`config.mk`:
```
export PLATFORM = sky130hd
export DESIGN_NAME = nmea_sentence_frame_receiver_unit_flat
export DESIGN_NICKNAME = d
export VERILOG_FILES = /design/src/design/nsfr_pkg.sv /design/src/design/nsfr_in_if.sv /design/src/design/nsfr_out_if.sv /design/src/design/nmea_sentence_frame_receiver_unit.sv /design/src/flat_wrapper.sv
export SDC_FILE = /design/constraint.sdc
export NUM_CORES = 1
export LEC_CHECK = 0
export BUFFER_PORTS_ARGS = -buffer_cell sky130_fd_sc_hd__buf_2
export CORE_AREA = 3 3 302 304
export CTS_BUF_LIST = sky130_fd_sc_hd__clkbuf_16
export DETAILED_ROUTE_END_ITERATION = 12
export DIE_AREA = 0 0 305 307
export PLACE_DENSITY = 0.78
export SYNTH_ARGS = -nofsm -noshare
export SYNTH_HDL_FRONTEND = slang
export SYNTH_SLANG_ARGS = --single-unit
```
`constraint.sdc`:
```
create_clock -name clk -period 3.3 [get_ports clk]
set_clock_uncertainty 0.1 [all_clocks]
set_input_delay 0.33 -clock clk [delete_from_list [all_inputs] [get_ports clk]]
set_output_delay 0.33 -clock clk [all_outputs]
set_load 0.05 [all_outputs]
```
`src/design/nsfr_pkg.sv`:
```
// ============================================================================
// nsfr_pkg
// Shared types and constants for the NMEA sentence frame receiver.
// ============================================================================
package nsfr_pkg;

    typedef enum logic [1:0] {
        MODE_RX   = 2'd0,
        MODE_READ = 2'd1,
        MODE_ACK  = 2'd2,
        MODE_NOP  = 2'd3
    } mode_t;

    typedef enum logic [2:0] {
        PH_WAIT  = 3'b001,
        PH_CHECK = 3'b010,
        PH_RECV  = 3'b100
    } phase_t;

    localparam logic [7:0]  CHAR_DOLLAR = 8'h24;
    localparam logic [7:0]  CHAR_CR     = 8'h0D;
    localparam logic [7:0]  CHAR_LF     = 8'h0A;
    localparam logic [2:0]  HEADER_LEN  = 3'd6;

    localparam int          SID_W          = 40;
    localparam logic [39:0] SENTENCE_RESET = 40'h474E524D43;

    localparam int          APB_DATA_W = 64;
    localparam int          APB_ADDR_W = 4;
    // register index is the 8-byte word address
    localparam logic        REG_SENTENCE_ID = 1'b0;

endpackage

```
`src/design/nsfr_in_if.sv`:
```
// ============================================================================
// nsfr_in_if
// Input channel: valid/ready handshake with mode, rx_byte and read_index.
// ============================================================================
interface nsfr_in_if;
    logic       valid;
    logic       ready;
    logic [1:0] mode;
    logic [7:0] rx_byte;
    logic [6:0] read_index;

    modport source (output valid, output mode, output rx_byte, output read_index,
                    input ready);
    modport sink   (input valid, input mode, input rx_byte, input read_index,
                    output ready);
endinterface

```
`src/design/nsfr_out_if.sv`:
```
// ============================================================================
// nsfr_out_if
// Result channel: valid/ready handshake with read data and frame status.
// ============================================================================
interface nsfr_out_if;
    logic       valid;
    logic       ready;
    logic [7:0] read_data;
    logic       frame_ready;
    logic [6:0] frame_length;
    logic       frame_done;
    logic       overflow;

    modport source (output valid, output read_data, output frame_ready,
                    output frame_length, output frame_done, output overflow,
                    input ready);
    modport sink   (input valid, input read_data, input frame_ready,
                    input frame_length, input frame_done, input overflow,
                    output ready);
endinterface

```
`src/design/nmea_sentence_frame_receiver_unit.sv`:
```
// ============================================================================
// nmea_sentence_frame_receiver_unit
// NMEA sentence framer with a single-port frame buffer and APB config port.
// ============================================================================
// Accepts one transaction per clock and returns one result per transaction,
// valid in the cycle after acceptance; that register stage is the registered
// read port of the frame buffer. Input is held off only while a result waits unaccepted.
// Mode 0 feeds a received byte: '$' followed by the five configured id
// characters starts a frame, bytes are stored up to CR LF, then frame_ready
// is set and frame_length holds the size without CR LF. A frame that would
// fill the buffer is dropped and flagged by overflow. Mode 1 reads a stored
// byte, mode 2 clears frame_ready. The sentence id (reset "GNRMC") is at
// APB address 0, 64-bit data, low 40 bits used.
module nmea_sentence_frame_receiver_unit #(
    parameter int BUFFER_DEPTH = 128
) (
    input  logic                            clk,
    input  logic                            rst_n,
    nsfr_in_if.sink                         in_ch,
    nsfr_out_if.source                      out_ch,
    input  logic                            psel,
    input  logic                            penable,
    input  logic                            pwrite,
    input  logic [nsfr_pkg::APB_ADDR_W-1:0] paddr,
    input  logic [nsfr_pkg::APB_DATA_W-1:0] pwdata,
    output logic [nsfr_pkg::APB_DATA_W-1:0] prdata,
    output logic                            pready
);
    import nsfr_pkg::*;

    localparam int AW = $clog2(BUFFER_DEPTH);
    localparam int IW = (AW > 7) ? AW : 7;

    // ------------------------------------------------------------------
    // Configuration
    // ------------------------------------------------------------------
    logic [SID_W-1:0] sentence_id_reg;
    logic             cfg_sel;

    assign pready  = 1'b1;
    assign cfg_sel = (paddr[APB_ADDR_W-1] == REG_SENTENCE_ID);
    assign prdata  = cfg_sel ? APB_DATA_W'(sentence_id_reg) : '0;

    always_ff @(posedge clk or negedge rst_n)
    begin
        if (!rst_n)
        begin
            sentence_id_reg <= SENTENCE_RESET;
        end
        else if (psel && penable && pwrite && pready && cfg_sel)
        begin
            sentence_id_reg <= pwdata[SID_W-1:0];
        end
    end

    // ------------------------------------------------------------------
    // Control state
    // ------------------------------------------------------------------
    phase_t       phase_reg, phase_next;
    logic [2:0]   header_count_reg, header_count_next;
    logic [AW-1:0] fill_length_reg, fill_length_next;
    logic [7:0]   previous_byte_reg, previous_byte_next;
    logic         ready_flag_reg, ready_flag_next;
    logic [AW-1:0] completed_length_reg, completed_length_next;

    logic         out_valid_reg;
    logic         done_reg, done_next;
    logic         ovf_reg, ovf_next;
    logic         rd_sel_reg, rd_sel_next;

    logic         accept;
    logic         mem_we;
    logic [AW-1:0] mem_waddr;
    logic         mem_re;
    logic [AW-1:0] mem_raddr;
    logic [IW-1:0] idx_ext;
    logic         idx_in_range;
    logic [7:0]   expected;
    logic [7:0]   b;

    assign in_ch.ready = !out_valid_reg || out_ch.ready;
    assign accept      = in_ch.valid && in_ch.ready;
    assign b           = in_ch.rx_byte;

    assign idx_ext      = IW'(in_ch.read_index);
    // one extra bit so that a depth equal to 2**IW still compares correctly
    assign idx_in_range = ({1'b0, idx_ext} < (IW+1)'(BUFFER_DEPTH));
    assign mem_raddr    = idx_ext[AW-1:0];
    assign mem_re       = accept && (mode_t'(in_ch.mode) == MODE_READ) && idx_in_range;

    always_comb
    begin
        case (header_count_reg)
            3'd1:    expected = sentence_id_reg[39:32];
            3'd2:    expected = sentence_id_reg[31:24];
            3'd3:    expected = sentence_id_reg[23:16];
            3'd4:    expected = sentence_id_reg[15:8];
            3'd5:    expected = sentence_id_reg[7:0];
            default: expected = 8'h00;
        endcase
    end

    always_comb
    begin
        phase_next            = phase_reg;
        header_count_next     = header_count_reg;
        fill_length_next      = fill_length_reg;
        previous_byte_next    = previous_byte_reg;
        ready_flag_next       = ready_flag_reg;
        completed_length_next = completed_length_reg;
        done_next             = 1'b0;
        ovf_next              = 1'b0;
        rd_sel_next           = 1'b0;
        mem_we                = 1'b0;
        mem_waddr             = '0;

        case (mode_t'(in_ch.mode))
            MODE_RX:
            begin
                case (phase_reg)
                    PH_WAIT:
                    begin
                        if (b == CHAR_DOLLAR)
                        begin
                            mem_we            = 1'b1;
                            mem_waddr         = '0;
                            header_count_next = 3'd1;
                            phase_next        = PH_CHECK;
                        end
                    end
                    PH_CHECK:
                    begin
                        // header_count stays in 1..5 here, so expected is valid
                        if (b == expected && header_count_reg != 3'd0)
                        begin
                            mem_we            = 1'b1;
                            mem_waddr         = AW'(header_count_reg);
                            header_count_next = header_count_reg + 3'd1;
                            if (header_count_next == HEADER_LEN)
                            begin
                                phase_next       = PH_RECV;
                                fill_length_next = AW'(HEADER_LEN);
                            end
                        end
                        else
                        begin
                            phase_next       = PH_WAIT;
                            fill_length_next = '0;
                        end
                    end
                    PH_RECV:
                    begin
                        if (fill_length_reg < AW'(BUFFER_DEPTH - 1))
                        begin
                            mem_we             = 1'b1;
                            mem_waddr          = fill_length_reg;
                            fill_length_next   = fill_length_reg + 1'b1;
                            previous_byte_next = b;
                            if (previous_byte_reg == CHAR_CR && b == CHAR_LF)
                            begin
                                ready_flag_next       = 1'b1;
                                // stored count minus CR LF
                                completed_length_next = fill_length_reg - 1'b1;
                                fill_length_next      = '0;
                                phase_next            = PH_WAIT;
                                done_next             = 1'b1;
                            end
                        end
                        else
                        begin
                            fill_length_next   = '0;
                            previous_byte_next = 8'h00;
                            phase_next         = PH_WAIT;
                            ovf_next           = 1'b1;
                        end
                    end
                    default:
                    begin
                        phase_next = PH_WAIT;
                    end
                endcase
            end
            MODE_READ:
            begin
                rd_sel_next = idx_in_range;
            end
            MODE_ACK:
            begin
                ready_flag_next = 1'b0;
            end
            default:
            begin
            end
        endcase
    end

    always_ff @(posedge clk or negedge rst_n)
    begin
        if (!rst_n)
        begin
            phase_reg            <= PH_WAIT;
            header_count_reg     <= 3'd0;
            fill_length_reg      <= '0;
            previous_byte_reg    <= 8'h00;
            ready_flag_reg       <= 1'b0;
            completed_length_reg <= '0;
            out_valid_reg        <= 1'b0;
            done_reg             <= 1'b0;
            ovf_reg              <= 1'b0;
            rd_sel_reg           <= 1'b0;
        end
        else
        begin
            if (accept)
            begin
                phase_reg            <= phase_next;
                header_count_reg     <= header_count_next;
                fill_length_reg      <= fill_length_next;
                previous_byte_reg    <= previous_byte_next;
                ready_flag_reg       <= ready_flag_next;
                completed_length_reg <= completed_length_next;
                done_reg             <= done_next;
                ovf_reg              <= ovf_next;
                rd_sel_reg           <= rd_sel_next;
                out_valid_reg        <= 1'b1;
            end
            else if (out_ch.ready)
            begin
                out_valid_reg <= 1'b0;
            end
        end
    end

    // ------------------------------------------------------------------
    // Frame buffer: one write or one read per cycle, registered read data
    // ------------------------------------------------------------------
    logic [7:0] frame_mem [BUFFER_DEPTH];
    logic [7:0] mem_q_reg;

    always_ff @(posedge clk)
    begin
        if (accept && mem_we)
        begin
            frame_mem[mem_waddr] <= b;
        end
    end

    always_ff @(posedge clk)
    begin
        if (mem_re)
        begin
            mem_q_reg <= frame_mem[mem_raddr];
        end
    end

    // ------------------------------------------------------------------
    // Result channel; status registers hold while the result is stalled
    // ------------------------------------------------------------------
    assign out_ch.valid        = out_valid_reg;
    assign out_ch.read_data    = rd_sel_reg ? mem_q_reg : 8'h00;
    assign out_ch.frame_ready  = ready_flag_reg;
    assign out_ch.frame_length = 7'(completed_length_reg);
    assign out_ch.frame_done   = done_reg;
    assign out_ch.overflow     = ovf_reg;

    // ------------------------------------------------------------------
    // Assertions
    // ------------------------------------------------------------------
    a_stall_blocks_input: assert property (@(posedge clk) disable iff (!rst_n)
        out_valid_reg && !out_ch.ready |-> !in_ch.ready)
        else $error("input accepted while result stalled");

    a_done_ovf_exclusive: assert property (@(posedge clk) disable iff (!rst_n)
        out_valid_reg |-> !(done_reg && ovf_reg))
        else $error("frame_done and overflow both set");

    a_done_sets_ready: assert property (@(posedge clk) disable iff (!rst_n)
        out_valid_reg && done_reg |-> ready_flag_reg)
        else $error("frame completed without ready flag");

    a_fill_in_range: assert property (@(posedge clk) disable iff (!rst_n)
        fill_length_reg <= AW'(BUFFER_DEPTH - 1))
        else $error("fill length beyond buffer");

    a_read_follows_accept: assert property (@(posedge clk) disable iff (!rst_n)
        mem_re |=> out_valid_reg && rd_sel_reg)
        else $error("buffer read without matching result");

endmodule

```
`src/flat_wrapper.sv`:
```
// flat-port wrapper written by rule: the top's interface ports become plain ports
module nmea_sentence_frame_receiver_unit_flat import nsfr_pkg::*;
#(
    parameter int BUFFER_DEPTH = 128
)
  (clk, rst_n, psel, penable, pwrite, paddr, pwdata, prdata, pready, in_ch_valid, in_ch_mode, in_ch_rx_byte, in_ch_read_index, in_ch_ready, out_ch_valid, out_ch_read_data, out_ch_frame_ready, out_ch_frame_length, out_ch_frame_done, out_ch_overflow, out_ch_ready);
  nsfr_in_if in_ch_i ();
  nsfr_out_if out_ch_i ();
  input  logic clk;
  input  logic rst_n;
  input  logic psel;
  input  logic penable;
  input  logic pwrite;
  input  logic [nsfr_pkg::APB_ADDR_W-1:0] paddr;
  input  logic [nsfr_pkg::APB_DATA_W-1:0] pwdata;
  output logic [nsfr_pkg::APB_DATA_W-1:0] prdata;
  output logic pready;
  input wire logic [$bits(in_ch_i.valid)-1:0] in_ch_valid;
  input wire logic [$bits(in_ch_i.mode)-1:0] in_ch_mode;
  input wire logic [$bits(in_ch_i.rx_byte)-1:0] in_ch_rx_byte;
  input wire logic [$bits(in_ch_i.read_index)-1:0] in_ch_read_index;
  output wire logic [$bits(in_ch_i.ready)-1:0] in_ch_ready;
  output wire logic [$bits(out_ch_i.valid)-1:0] out_ch_valid;
  output wire logic [$bits(out_ch_i.read_data)-1:0] out_ch_read_data;
  output wire logic [$bits(out_ch_i.frame_ready)-1:0] out_ch_frame_ready;
  output wire logic [$bits(out_ch_i.frame_length)-1:0] out_ch_frame_length;
  output wire logic [$bits(out_ch_i.frame_done)-1:0] out_ch_frame_done;
  output wire logic [$bits(out_ch_i.overflow)-1:0] out_ch_overflow;
  input wire logic [$bits(out_ch_i.ready)-1:0] out_ch_ready;
  assign in_ch_i.valid = in_ch_valid;
  assign in_ch_i.mode = in_ch_mode;
  assign in_ch_i.rx_byte = in_ch_rx_byte;
  assign in_ch_i.read_index = in_ch_read_index;
  assign in_ch_ready = in_ch_i.ready;
  assign out_ch_valid = out_ch_i.valid;
  assign out_ch_read_data = out_ch_i.read_data;
  assign out_ch_frame_ready = out_ch_i.frame_ready;
  assign out_ch_frame_length = out_ch_i.frame_length;
  assign out_ch_frame_done = out_ch_i.frame_done;
  assign out_ch_overflow = out_ch_i.overflow;
  assign out_ch_i.ready = out_ch_ready;
  nmea_sentence_frame_receiver_unit #(.BUFFER_DEPTH(BUFFER_DEPTH)) u_core (.clk(clk), .rst_n(rst_n), .in_ch(in_ch_i), .out_ch(out_ch_i), .psel(psel), .penable(penable), .pwrite(pwrite), .paddr(paddr), .pwdata(pwdata), .prdata(prdata), .pready(pready));
endmodule
```
# Word level (Yosys, flattened, before mapping)
# Memories as Yosys holds them, arrays and structs flattened. A register that Yosys moved wholly into a read port is not among the register bits.
# Index checks and enable logic that the tools add are counted.
[totals] regBits=73 latchBits=0 ram_bits=1024 rom_bits=0 input_bits=92 out_inout_bits=85 wordCells=104 memories=1
[mem_list] memory="u_core.frame_mem" words=128 width=8 rd=1 rd_clocked_by_memory_dff=1 wr=1 line_no="nmea_sentence_frame_receiver_unit.sv:237" text="logic [7:0] frame_mem [BUFFER_DEPTH];"
[op_classes] n_addsub=3 n_mul=0 n_div=0 magnitude_cmp=1 n_eq_ne=22 shifts=0 muxes=43 n_bitwise=1 n_reduce_logical=22
[op_table] operator="$mux W7" n=6
[op_table] operator="$mux W40" n=1
[op_table] operator="$pmux W8 S5" n=1
[op_table] operator="$pmux W7 S2" n=2
[op_table] operator="$mux W3" n=8
[op_table] operator="$reduce_and A5 Y1" n=4
[op_table] operator="$mux W1" n=19
[op_table] operator="$eq A8 B4 Y1 const B" n=2
[op_table] operator="$mux W8" n=2
[op_table] operator="$eq A3 B3 Y1 const B" n=4
[op_table] operator="$ne A2 B1 Y1 const B" n=5
[op_table] operator="$eq A3 B2 Y1 const B" n=3
[op_table] operator="$pmux W3 S3" n=1
[op_table] operator="$eq A8 B6 Y1 const B" n=1
[op_table] operator="$eq A8 B8 Y1" n=1
[op_table] operator="$logic_and A1 B1 Y1" n=8
[op_table] operator="$reduce_bool A2 Y1" n=4
[op_table] operator="$add A7 B1 Y7 const B" n=1
[op_table] operator="$lt A7 B7 Y1 const B" n=1
[op_table] operator="$sub A7 B1 Y7 const B" n=1
[op_table] operator="$eq A3 B1 Y1 const B" n=2
[op_table] operator="$ne A3 B3 Y1 const B" n=2
[op_table] operator="$pmux W3 S2" n=1
[op_table] operator="$reduce_and A4 Y1" n=1
[op_table] operator="11 further kinds" n=11

# Longest topological paths before layout
# Gate-level depths: netlist of run 1.
[depth] depth_word=10 mapped_depth=14 ltp_nobuf=9

# Worst setup path after synthesis of run 1
# Ideal clock, no wire load.
[synth_path] kind="register to register" startpoint="reg u_core.header_count_reg[2]" endpoint="mem u_core.frame_mem[76][0] (enable)" setup_ps=383 t_arrival_ps=3109 required_ps=2817 slack_ps=-293 stages_incl_launch_ff=14 n_path_buf=5 period_less_slack_ps=3593 cell_sequence="dfrtp_1 -> buf_2 -> inv_2 -> ha_1 -> clkbuf_1 -> a32oi_1 -> o211ai_1 -> o221a_1 -> and3_1 -> clkbuf_1 -> a31o_1 -> buf_2 -> buf_2 -> nor3_1"
[synth_via] elab_chain_cells=10
[synth_rtl] item="start, declared" line_no="nmea_sentence_frame_receiver_unit.sv:60" text="logic [2:0] header_count_reg, header_count_next;"
[synth_rtl] item="start signal, assigned" line_no="nmea_sentence_frame_receiver_unit.sv:217" text="header_count_reg <= header_count_next;"
[synth_rtl] item="$eq A3 B3 Y1 (tied with other cells)" line_no="nmea_sentence_frame_receiver_unit.sv:93" text="case (header_count_reg)"
[synth_rtl] item="$pmux W8 S5" line_no="nmea_sentence_frame_receiver_unit.sv:93"
[synth_rtl] item="$eq A8 B8 Y1" line_no="nmea_sentence_frame_receiver_unit.sv:134" text="if (b == expected && header_count_reg != 3'd0)"
[synth_rtl] item="$logic_and A1 B1 Y1" line_no="nmea_sentence_frame_receiver_unit.sv:134"
[synth_rtl] item="$mux W1" line_no="nmea_sentence_frame_receiver_unit.sv:134"
[synth_rtl] item="$pmux W1 S3" line_no="nmea_sentence_frame_receiver_unit.sv:120" text="case (phase_reg)"
[synth_rtl] item="$mux W1" line_no="nmea_sentence_frame_receiver_unit.sv:117" text="case (mode_t'(in_ch.mode))"
[synth_rtl] item="$logic_and A1 B1 Y1" line_no="nmea_sentence_frame_receiver_unit.sv:242" text="if (accept && mem_we)"
[synth_rtl] item="$mux W1" line_no="nmea_sentence_frame_receiver_unit.sv:242"
[synth_rtl] item="$mux W1 (implied by the code)" line_no="nmea_sentence_frame_receiver_unit.sv:244" text="frame_mem[mem_waddr] <= b;"
[synth_rtl] item="end, declared" line_no="nmea_sentence_frame_receiver_unit.sv:237"
# Several ways; a longest one is shown, not always the timed one.

# Worst setup path in the final report of run 1
[layout_path] startpoint="reg u_core.header_count_reg[1]" endpoint="mem u_core.frame_mem[68][7] (enable)"
# Same word-level chain as after synthesis.

==> impl_metrics.toml, run 1 <==
[critical_path]
rrSetupSlack_ps = -7
path_max_fanout = 8
worstPathArrival_ps = 3580
crit_family = "buffers and inverters"
cpPeakStageDelay_ps = 450
r2r_cells = 16
cp_slowest_cell = "dfrtp_2"
cp_cell_sequence = "buf_6 > ha_4 > a22oi_2 > buf_4 > o211ai_1 > a221oi_2 > buf_4 > buf_12 > nand4bb_4 > o21ai_2 > buf_4 > nand3_4 > buf_6 > buf_12 > nor3_4 > buf_12"
cp-start-kind = "flop"
rr_endpoint = "u_core.frame_mem[68][7]"
critPathRequiredTime_ps = 3570
r2r-start = "u_core.header_count_reg[1]"
critical_path_class = "reg -> reg"
critPathBufInv = 8
cp-end-kind = "flop"

[pwr]
p_int_mw = 23.3
pwr-share-comb = 0.087
max-vdd-ir-drop_v = 0.000463
leakage_nw = 18.3
powerDensity_nw_per_um2 = 561
pwr-share-clk = 0.393
switchingPower_mw = 6.96
seqPwrFrac = 0.519
switching_share = 0.230

[cts]
clkLatencyLatePin_ps = 690
clk_pin_slew_ps = 60
cts_tree = "done"
cts.sinks = 1105
cts_made_buffers = 105
root_buffer = "clkbuf_16"
clockBufferDepth = 3
cts.htree.levels = 3

[timing]
hold_ws_ps = 24.2
period_minus_slack_ps = 3310
clock.fmax_mhz = 302
slew_viol_final = 0
period_share = 1.00
setup_slack_ps = -6.58
hold_viol_final = 0
worst_pin_slew_ps = 1180
rsz0062_at_grt = "yes"
max_slew_margin = 0.212
setup-violations-final = 15

[synthesis]
synth.largest_area_cell = "edfxtp_1"
syn_avg_cell_area_um2 = 21.2
yosysSeqAreaShare = 0.742
synth_seq_cells = 1105
synth-main-ff-cell = "edfxtp_1"
synthArstFlopShare = 0.0661
postSynthCellCount = 2089
synth_area_um2 = 44300
synth_top_area_frac = 0.700
synth_edf_count = 1032
synth.top_cells.by_area = "edfxtp_1 70%, mux4_2 17%, dfrtp_1 3.1%, dfstp_2 1.1%, mux2_2 1.1%"
synth_cell_type_count = 70
yosys_warnings = 0

[run_status]
violations = "negative setup slack"
status = "complete, but fails checks"

[place]
placedCellCount = 3511
gp_congestion = 0.914
dp_hpwl_um = 66900
portBuffers = 124
placed_cell_area_um2 = 49000

[route]
ant_nets = 0
vias = 23900
wl_per_cell_um = 30.2
dr.pass1.iters = 7
viasPerCell = 6.32
drt-initial-drc-count = 2867
drt_wl_total_um = 114000
drcViolationCount = 0

[worst_hold_path]
holdPathEnd = "u_core.mem_q_reg[1]"
hold_depth = 2
hp-start = "in_ch_read_index[5]"
hold_path_class = "in -> reg"

[cells_and_area]
largest_reg_flops = 1024
area.growth.synth_to_final_pct = 21.8
design_area_um2 = 53900
nets = 2628
drive_gt1_frac = 0.413
final_cell_mix = "1032 x edfxtp_1, 328 x mux4_2, 163 x buf_4"
final_common_cell = "edfxtp_1"
fin_cells = 3777

[floorplanning]
die-width_um = 305
dieArea_um2 = 93600
start_util = 0.500
fp-row-count = 109
core-area_um2 = 88500
fp.dieH_um = 307
io_pins = 177

[global_route]
grt_max_degree = 99
overflow = 0
grt_use_total = 0.240
first_global_vias = 24600
grt_first_pass_wirelength_um = 167000
antenna_found_initial = 4

[flow_run]
drv_cap = 0
[synthesized netlist by cell type, types with 4 or more instances]
cell      number
dfstp_2       19
a32oi_1        8
xnor2_1        6
buf_6          5
nand3_1       15
buf_2         35
a22oi_1       16
dfrtp_1       54
a22o_1        10
o21a_1        10
nand2_1       38
mux4_2       328
nor3b_1        4
o211ai_1       6
buf_1         17
o21ai_0       17
buf_4         38
edfxtp_1    1032
nor2b_1       43
a21oi_1       10
mux2_2        43
and3_1         4
clkbuf_1      47
nand4_1        5
and2_1        14
nor2_1       115
xor2_1         4
nor3_1        39
ha_1           8
nand2b_1       5
nand4b_1       4
inv_1         11
mux2i_1       19
[through the flow]
stage / setup slack, ps / total power, mW / setup TNS [ps] / utilization
after floorplan: -136 / 17.4 / -36850 / -
after global placement: -319 / 18.3 / -72150 / 0.553
after detailed placement: -414 / 18.4 / -193130 / 0.553
after CTS: -14.5 / 30.2 / -124 / 0.604
after global routing: -129 / 31.0 / -36800 / 0.609
final: -6.58 / 30.3 / -39.4 / 0.609
[per-layer routing]
metal / vias to the layer above / track usage / share of wire
met3: 246 / 0.0452 / 0.092
li1: 9510 / - / -
met2: 1571 / 0.408 / 0.52
met5: - / 0 / 0.00025
met1: 12500 / 0.316 / 0.36
met4: 4 / 0.0819 / 0.034
[layout make-up]
cell class,count,area [µm²]
Inverter,13,48.8
Fill cell,5614,34600
Timing Repair Buffer,443,4390
Multi-Input combinational cell,860,11800
Antenna cell,2,5.00
Sequential cell,1105,32800
Clock buffer,106,2650
Clock inverter,83,718
Tap cell,1165,1460
[logic make-up after synthesis]
logic type	synth area share
DFF	0.742
muxes	0.182
and+or+nand+nor	0.0342
buffers and inverters	0.0182
AOI/OAI and AO/OA	0.0192
xor gates and xnor gates	0.00198
adders and majority gates	0.00226
other	0.000170
[how the worst max path moves through the flow]
| stage | cells past startpoint | to | from |
|---|---|---|---|
| CTS | 16 | u_core.frame_mem[48][4] | u_core.header_count_reg[1] |
| detailed placement | 13 | u_core.frame_mem[54][6] | u_core.header_count_reg[1] |
| floorplan | 11 | u_core.frame_mem[95][0] | u_core.header_count_reg[0] |
| global route | 15 | u_core.frame_mem[109][2] | u_core.header_count_reg[0] |
| finish | 16 | u_core.frame_mem[68][7] | u_core.header_count_reg[1] |
| global placement | 13 | u_core.frame_mem[54][7] | u_core.header_count_reg[1] |
[power by group through the flow]
| stage | clock network, mW | registers [mW] | logic (mW) |
|---|---|---|---|
| after CTS | 11.9 | 15.7 | 2.58 |
| final | 11.9 | 15.7 | 2.64 |
| after global routing | 12.5 | 15.7 | 2.77 |
| after detailed placement | 0 | 16.0 | 2.44 |
| after global placement | 0 | 16.0 | 2.36 |
| after floorplan | 0 | 15.9 | 1.53 |
[timing repair]
| item | in CTS | in global routing |
|---|---|---|
| hold buffers | 47 | 0 |
| endpoints found under the setup margin | 1007 | 1002 |
| buffers inserted | 17 | 10 |
| resized for setup | 80 | 69 |
| pin swaps | 24 | 42 |
| endpoints found under the hold margin | 104 | 0 |
| gates cloned | 3 | 0 |
(Power assumes the default switching activity.)
==> inputs of run 2 (changes only) <==
--- a/config.mk
+++ b/config.mk
@@ -10,7 +10,7 @@
 export CTS_BUF_LIST = sky130_fd_sc_hd__clkbuf_16
 export DETAILED_ROUTE_END_ITERATION = 12
 export DIE_AREA = 0 0 305 307
-export PLACE_DENSITY = 0.78
+export PLACE_DENSITY = 0.75
 export SYNTH_ARGS = -nofsm -noshare
 export SYNTH_HDL_FRONTEND = slang
 export SYNTH_SLANG_ARGS = --single-unit
==> constraint.sdc (replaced) <==
create_clock -name clk -period 3.66 [get_ports clk]
set_clock_uncertainty 0.1 [all_clocks]
set_input_delay 0.915 -clock clk [delete_from_list [all_inputs] [get_ports clk]]
set_output_delay 0.915 -clock clk [all_outputs]
set_load 0.05 [all_outputs]
==> impl_metrics.toml, run 2 (synthesis results as in run 1) <==
[run_status]
status = "finished clean"

[route]
vias = 22900
viasPerCell = 6.08
drcViolationCount = 0
drt_wl_total_um = 106000
wl_per_cell_um = 28.1
ant_nets = 0
drt-initial-drc-count = 2841
dr.pass1.iters = 7

[cts]
clockBufferDepth = 3
clkLatencyLatePin_ps = 670
cts_tree = "done"
cts_made_buffers = 103
root_buffer = "clkbuf_16"
cts.htree.levels = 3
cts.sinks = 1105
clk_pin_slew_ps = 60

[floorplanning]
fp.dieH_um = 307
fp-row-count = 109
io_pins = 177
dieArea_um2 = 93600
core-area_um2 = 88500
die-width_um = 305
start_util = 0.500

[critical_path]
r2r_cells = 13
cpPeakStageDelay_ps = 410
worstPathArrival_ps = 3850
path_max_fanout = 32
crit_top_cell = "buf_4"
cp.depth = 13
cp-end-kind = "flop"
critPathRequiredTime_ps = 3910
cp_slowest_cell = "dfrtp_1"
cp_cell_sequence = "buf_4 > ha_1 > buf_4 > a22oi_1 > o211ai_1 > xor2_1 > nand4bb_1 > buf_4 > o21ai_0 > nand3_2 > buf_12 > nor3_2 > buf_4"
critical_path_class = "reg -> reg"
cp-start-kind = "flop"
crit_family = "buffers and inverters"
critPathBufInv = 5

[timing]
setup_tns_ps = 0
period_share = 0.983
worst_pin_slew_ps = 1300
max_slew_margin = 0.135
hold_viol_final = 0
period_minus_slack_ps = 3600
clock.fmax_mhz = 278
setup-violations-final = 0
rsz0062_at_grt = "yes"
slew_viol_final = 0

[pwr]
max-vdd-ir-drop_v = 0.000411
p_total_mw = 27.2
powerDensity_nw_per_um2 = 521
leakage_nw = 17.5

[cells_and_area]
utilization = 0.590
nets = 2605
fin_cells = 3762
design_area_um2 = 52300
final_cell_mix = "1032 x edfxtp_1, 328 x mux4_2, 265 x buf_4"
drive_gt1_frac = 0.394
final_common_cell = "edfxtp_1"
largest_reg_flops = 1024
area.growth.synth_to_final_pct = 18.0
n_fill_cell = 6047

[worst_hold_path]
hold_path_class = "in -> async"

[flow_run]
drv_cap = 0

[global_route]
overflow = 0
grt_max_degree = 128
antenna_found_initial = 7
grt_use_total = 0.228
first_global_vias = 23700
grt_first_pass_wirelength_um = 158000

[place]
placedCellCount = 3560
dp_hpwl_um = 65800
gp_congestion = 0.871
portBuffers = 124
placed_cell_area_um2 = 48500
run 2: cell count changes in the layout (fill, tap and decap cells not counted), sizes merged:
| cell | delta |
|---|---|
| clkinv | +4 |
| inv | -4 |
| bufbuf | -1 |
| clkinvlp | +3 |
| buf | +27 |
| bufinv | +4 |
| dlygate4sd3 | -47 |
| clkbuf | -1 |
run 2: worst register-to-register path, cell delays in order (launching register included):
cell,delay (ps)
dfrtp_1,410
buf_4,140
ha_1,260
buf_4,180
a22oi_1,280
o211ai_1,160
xor2_1,180
nand4bb_1,250
buf_4,180
o21ai_0,250
nand3_2,160
buf_12,230
nor3_2,310
buf_4,210
run 2: metal layers:
layer	global-route usage	vias to the layer above	part of all wire
met5	0	-	0.00026
met4	0.0790	4	0.030
met3	0.0373	185	0.079
met2	0.384	1111	0.51
met1	0.307	12100	0.38
li1	-	9476	-
run 2: repair_timing:
action,4_1_cts,5_1_grt
setup buffers,5,0
pin swaps,2,0
setup endpoints to repair,357,332
gates resized for setup,3,37
hold buffers,0,0
run 2: metrics by stage:
stage	setup slack, ps	hold slack [ps]
global route	-114	361
detailed placement	-189	380
floorplan	-229	357
finish	60.9	306
global placement	-191	372
CTS	13.0	294
run 2: path summary, 6_finish.rpt:
kind	start	end	slack (ps)
setup / recovery	u_core.header_count_reg[1]	u_core.frame_mem[124][5]	60
hold / removal	rst_n	u_core.previous_byte_reg[0]	310
setup reg to reg	u_core.header_count_reg[1]	u_core.frame_mem[124][5]	60
hold reg to reg	u_core.out_ch.frame_done	u_core.out_ch.frame_done	390
max in group asynchronous	rst_n	u_core.sentence_id_reg[31]	2570
min in group clk	u_core.out_ch.frame_done	u_core.out_ch.frame_done	390
run 2: cell type report:
type / count / area [µm²] / area share
diodes: 2 / 5.00 / 0.0000958
well taps: 1165 / 1460 / 0.0279
repair buffers: 422 / 3440 / 0.0658
clock buffers: 105 / 2630 / 0.0503
multi-input cells: 860 / 11000 / 0.210
clock inverters: 90 / 846 / 0.0162
flip-flops and latches: 1105 / 32800 / 0.628
inverters: 13 / 48.8 / 0.000934
run 2: report_power, final:
group          switching [mW]  internal [mW]
combinational            1.32          0.930
sequential              0.135           14.0
clock                    4.60           6.28
total                    6.05           21.2
